`config.mk`:
```
export PLATFORM = sky130hd
export DESIGN_NAME = iirlp_cfg
export DESIGN_NICKNAME = d
export VERILOG_FILES = /design/src/iirlp_pkg.sv /design/src/iirlp_cfg.sv
export SDC_FILE = /design/constraint.sdc
export NUM_CORES = 1
export LEC_CHECK = 0
export ABC_CLOCK_PERIOD_IN_PS = 1350
export BUFFER_PORTS_ARGS = -buffer_cell sky130_fd_sc_hd__buf_2
export CAP_MARGIN = 20
export CORE_MARGIN = 5
export CORE_UTILIZATION = 44
export DETAILED_ROUTE_END_ITERATION = 8
export GPL_TIMING_DRIVEN = 1
export PLACE_DENSITY = 0.76
export SYNTH_ARGS = -nofsm -noshare
export SYNTH_HDL_FRONTEND = slang
export SYNTH_SLANG_ARGS = --single-unit
```
`constraint.sdc`:
```
create_clock -name clk -period 1.35 [get_ports clk]
set_input_delay 0.2025 -clock clk [delete_from_list [all_inputs] [get_ports clk]]
set_output_delay 0.2025 -clock clk [all_outputs]
set_load 0.01 [all_outputs]
```
`src/iirlp_pkg.sv`:
```
// shared types and constants of the second-order iir lowpass
package iirlp_pkg;

  localparam int COEF_W   = 18;
  localparam int CFG_DW   = 32;
  localparam int CFG_AW   = 5;
  localparam int REG_IDXW = 3;

  // register indexes on the configuration port
  localparam logic [REG_IDXW-1:0] REG_B0 = 3'd0;
  localparam logic [REG_IDXW-1:0] REG_B1 = 3'd1;
  localparam logic [REG_IDXW-1:0] REG_B2 = 3'd2;
  localparam logic [REG_IDXW-1:0] REG_A1 = 3'd3;
  localparam logic [REG_IDXW-1:0] REG_A2 = 3'd4;

  typedef enum logic [1:0] {
    FUNC_SAMPLE = 2'd0,
    FUNC_RESET  = 2'd1,
    FUNC_START  = 2'd2
  } func_t;

  typedef enum logic [1:0] {
    MODE_UNINIT = 2'd0,
    MODE_INIT   = 2'd1,
    MODE_READY  = 2'd2,
    MODE_ERROR  = 2'd3
  } mode_t;

  typedef struct packed {
    logic signed [COEF_W-1:0] b0;
    logic signed [COEF_W-1:0] b1;
    logic signed [COEF_W-1:0] b2;
    logic signed [COEF_W-1:0] a1;
    logic signed [COEF_W-1:0] a2;
  } coef_set_t;

endpackage

```
`src/iirlp_cfg.sv`:
```
// coefficient register bank behind the apb-style configuration port
module iirlp_cfg (
  input  logic                              clk,
  input  logic                              rst_n,
  input  logic                              psel,
  input  logic                              penable,
  input  logic                              pwrite,
  input  logic [iirlp_pkg::CFG_AW-1:0]      paddr,
  input  logic [iirlp_pkg::CFG_DW-1:0]      pwdata,
  output logic [iirlp_pkg::CFG_DW-1:0]      prdata,
  output logic                              pready,
  output iirlp_pkg::coef_set_t              coef
);

  iirlp_pkg::coef_set_t               coef_r;
  logic [iirlp_pkg::REG_IDXW-1:0]     idx;
  logic                               wr_en;
  logic signed [iirlp_pkg::COEF_W-1:0] rd_coef;

  assign idx    = paddr[iirlp_pkg::CFG_AW-1:2];
  assign wr_en  = psel && penable && pwrite;
  assign pready = 1'b1;
  assign coef   = coef_r;

  always_ff @(posedge clk) begin
    if (!rst_n) begin
      coef_r <= '0;
    end else if (wr_en) begin
      case (idx)
        iirlp_pkg::REG_B0: coef_r.b0 <= pwdata[iirlp_pkg::COEF_W-1:0];
        iirlp_pkg::REG_B1: coef_r.b1 <= pwdata[iirlp_pkg::COEF_W-1:0];
        iirlp_pkg::REG_B2: coef_r.b2 <= pwdata[iirlp_pkg::COEF_W-1:0];
        iirlp_pkg::REG_A1: coef_r.a1 <= pwdata[iirlp_pkg::COEF_W-1:0];
        iirlp_pkg::REG_A2: coef_r.a2 <= pwdata[iirlp_pkg::COEF_W-1:0];
        default: ;
      endcase
    end
  end

  always_comb begin
    case (idx)
      iirlp_pkg::REG_B0: rd_coef = coef_r.b0;
      iirlp_pkg::REG_B1: rd_coef = coef_r.b1;
      iirlp_pkg::REG_B2: rd_coef = coef_r.b2;
      iirlp_pkg::REG_A1: rd_coef = coef_r.a1;
      iirlp_pkg::REG_A2: rd_coef = coef_r.a2;
      default:           rd_coef = '0;
    endcase
  end

  assign prdata = {{(iirlp_pkg::CFG_DW - iirlp_pkg::COEF_W){1'b0}}, rd_coef};

endmodule

```
# Yosys cells after proc, flatten, opt, wreduce, memory -nomap -nowiden
# Index checks and enable logic that the tools add are counted.
# totals
ff_bits	90
out_inout_bits	123
# op_classes
n_eq_ne	4
mux	1
reduce_logical	8
# op_table
operator	count
18-bit case mux with 5 select lines	1
2-bit AND reduction	5
3-bit by 2-bit == test with 1-bit output (second input constant)	2
3-bit by 1-bit == test with 1-bit output (second input constant)	1
3-bit == test (second input constant)	1
3-bit zero test	1
1-bit logical AND	2

# Depth between registers and ports, before layout
# depth
ltp_word	3
depth_mapped	6
ltp_nobuf	3

# Least setup slack after synthesis
# OpenSTA, ideal clock, no wires.
# synth_timing
path_kind	input to output
start	input paddr[2] (netlist bit)
end	output prdata[1] (netlist bit)
arrival_ns	1.184
t_required_ns	1.148
slack_ns	-0.037
stages	5
path_buffers	2
path_cell_list	buf_2 > buf_2 > mux2_1 > a22oi_1 > o22ai_1
# synth_via
elab_chain_len	2
elab_cells_between_ends	6
# synth_rtl
element	line_no	text
start: declaration	iirlp_cfg.sv:8	input logic [iirlp_pkg::CFG_AW-1:0] paddr,
3-bit == test (tied with other cells)	iirlp_cfg.sv:41	case (idx)
18-bit case mux with 5 select lines *	iirlp_cfg.sv:41	
end: declaration	iirlp_cfg.sv:10	output logic [iirlp_pkg::CFG_DW-1:0] prdata,
# Mark *: on every way between the ends. The rest lies on a longest branch, timed or not.

# Final worst setup path
# layout_timing
start	register coef_r (netlist bit coef[53])
end	output prdata[17] (netlist bit)
# layout_via
elab_chain_len	1
# layout_rtl
element	line_no	text
start: declaration	iirlp_cfg.sv:15	iirlp_pkg::coef_set_t coef_r;
18-bit case mux with 5 select lines	iirlp_cfg.sv:41	
# Every way passes these cells.

==> flow_summary.toml <==
[status]
status = "finished with violations"
violations = "negative setup slack"

[critical_path]
cpPeakStageDelay_ns = 0.33
reg2reg_depth = 4
crit_type = "flop to output port"
crit_start = "coef[53]"
crit_family = "flip-flops"
start_kind = "flop"
cp_slowest_cell = "dfxtp_2"
crit_path_cell_trace = "mux2_4 -> a22oi_2 -> o22ai_2 -> buf_2"
path_depth = 4
r2r-start = "coef[51]"
critPathBufInv = 1
path_max_fanout = 2
worst_setup_path_end_kind = "output port"
critPathCapture = "prdata[17]"
cp.required_ns = 1.15
arrival_ns = 1.34
reg2reg_setup_slack_ns = 0.54
r2r_end = "coef[51]"

[global_route]
grt_first_pass_wirelength_um = 19900
overflow = 0
gr-usage-all-layers = 0.218
grt_pass1_vias = 3876
grt_max_degree = 73
antenna_found_initial = 0

[placement]
dp_cells = 664
port_buffers = 133
place_area_um2 = 5120
hpwl_um = 8680
gp_congestion = 0.846
post-place-ws_ns = -0.148

[clock_tree]
cts_sinks = 90
cts_max_level = 3
clock-root-buffer = "clkbuf_8"
cts_made_buffers = 9
cts_tree = "built"
clockBufferDepth = 2
path_clk_slew_ns = 0.09
clk_latency_ns = 0.34
cts_hold_buffers = 0

[logic_synthesis]
syn-instance-count = 424
yosys.area_share.simple = 0.123
synthXorXnorAreaFrac = 0
yosysSeqAreaShare = 0.435
yosys.cell_types.count = 22
synth-adder-area-share = 0
synth_compound_area_frac = 0.0925
synth.area.mux_share = 0.269
synth_area_um2 = 4140
yosysWarningCount = 0
ys_ff_latch = 90
syn_area_per_cell_um2 = 9.76
synth_top_family_by_area = "multiplexers"

[die]
start_util = 0.450
fp.dieW_um = 107
chipHeight_um = 107
rows = 35
die-area_um2 = 11500
ios = 165
coreArea_um2 = 9200

[sta]
setup_violations = 18
fmax_mhz = 647
final.setup.worst_slack_ns = -0.196
rsz0062_at_grt = "yes"
layout_min_cycle_time_ns = 1.55
worst_hold_slack_ns = 0.209
period_share = 1.15
skew_ns = 0
drv_slew = 0
hold_viol_final = 0

[cells_and_area]
area_growth_pct = 40.2
n_antenna_cell = 0
largest_reg_flops = 90
drive_above_1_share = 0.502
final-instance-count-excl-fill = 711
fin_nets = 637
final_cell_area_um2 = 5800
final_util = 0.631

[power_and_ir_drop]
ir_drop_uv = 582
power_density_nw_per_um2 = 903
leakage_nw = 2.53

[route]
wl_per_cell_um = 17.8
first_pass_iters = 4
drc_errors = 0
viasPerCell = 5.27
drtAntennaViolNets = 0
num_vias = 3747
wl_um = 12700
drtIter0Drc = 179

[run]
max_cap_viol_count = 0

[hold_path]
worstHoldPathType = "input pin to flop"
==> metrics by stage <==
step                power, mW  TNS (ns)
floorplan                3.03  -0.00546
global placement         3.18     -2.12
detailed placement       3.18     -3.86
CTS                      5.25     -3.25
global route             5.43     -3.90
finish                   5.24     -2.86
==> metal layers <==
layer / up-vias / global-route usage / routed length (µm)
li1: 1797 / - / -
met1: 1779 / 0.269 / 5290
met2: 153 / 0.379 / 6250
met3: 18 / 0.0482 / 917
met4: 0 / 0.0685 / 197
met5: - / 0 / 0
==> power breakdown <==
| part | leakage (nW) | internal (mW) | total (mW) | switching, mW |
|---|---|---|---|---|
| registers | 0.743 | 2.67 | 2.69 | 0.0144 |
| logic | 1.68 | 0.180 | 0.479 | 0.299 |
| clock network | 0.108 | 1.11 | 2.07 | 0.965 |
| total | 2.53 | 3.96 | 5.24 | 1.28 |
==> tightest hold or removal path, cell delays in order <==
cell and delay [ns]:
buf_2 0.09, nand2_1 0.13, mux2i_1 0.09
==> worst min path at each step <==
stage | from | end | slack (ns) | depth (start not counted)
6_report | pwdata[0] | coef[36] | 0.21 | 3
5_1_grt | pwdata[13] | coef[13] | 0.22 | 3
4_1_cts | pwdata[7] | coef[25] | 0.20 | 3
3_5_place_dp | coef[6] | coef[6] | 0.46 | 2
3_3_place_gp | coef[21] | coef[21] | 0.45 | 2
2_1_floorplan | pwdata[0] | coef[36] | 0.43 | 2
==> layout by cell type (no fill, tap or decap), types with 5 or more instances in the layout <==
cell,count
buf_2,131
mux2_4,17
conb_1,15
mux2i_1,92
a22oi_2,17
clkbuf_8,10
o22ai_2,12
dfxtp_1,56
buf_12,9
nand2_1,109
a22oi_1,17
buf_4,54
dfxtp_2,34
o22ai_1,5
==> what timing repair did <==
item | 4_1_cts | 5_1_grt
gates resized for setup | 69 | 6
setup endpoints to repair | 18 | 18
hold endpoints to repair | 0 | 0
setup buffers | 30 | 1
pin swaps | 31 | 26
==> logic make-up (layout without fill, tap and decap cells) <==
group	after synthesis	in the layout
compound gates	54	54
buf+inv	50	213
flops	90	90
mux	109	109
other cells	2	15
simple gates	119	119
==> cell type report <==
class | instances | area (µm²)
Multi-Input combinational cell | 297 | 2320
Sequential cell | 90 | 1840
Clock buffer | 11 | 141
Timing Repair Buffer | 197 | 1270
Clock inverter | 5 | 86.3
Fill cell | 766 | 3390
Tap cell | 111 | 139
==> synth_stat cells <==
master	count	share of area
nor3b_2	2	0.0060
buf_8	1	0.0036
nor2b_1	2	0.0030
nor2_4	2	0.0054
nor3_1	2	0.0024
nand4_1	1	0.0015
nand4b_4	1	0.0057
o21ai_1	1	0.0012
o22ai_1	17	0.026
conb_1	2	0.0018
o21a_1	1	0.0018
mux2i_1	92	0.22
buf_4	22	0.040
nand2_1	109	0.099
dfxtp_1	90	0.44
buf_6	2	0.0054
buf_12	1	0.0048
mux2_1	17	0.046
a22oi_1	34	0.062
o2bb2ai_1	1	0.0021
clkbuf_1	13	0.012
buf_2	11	0.013
No activity file was read; power rests on OpenSTA's default activity.
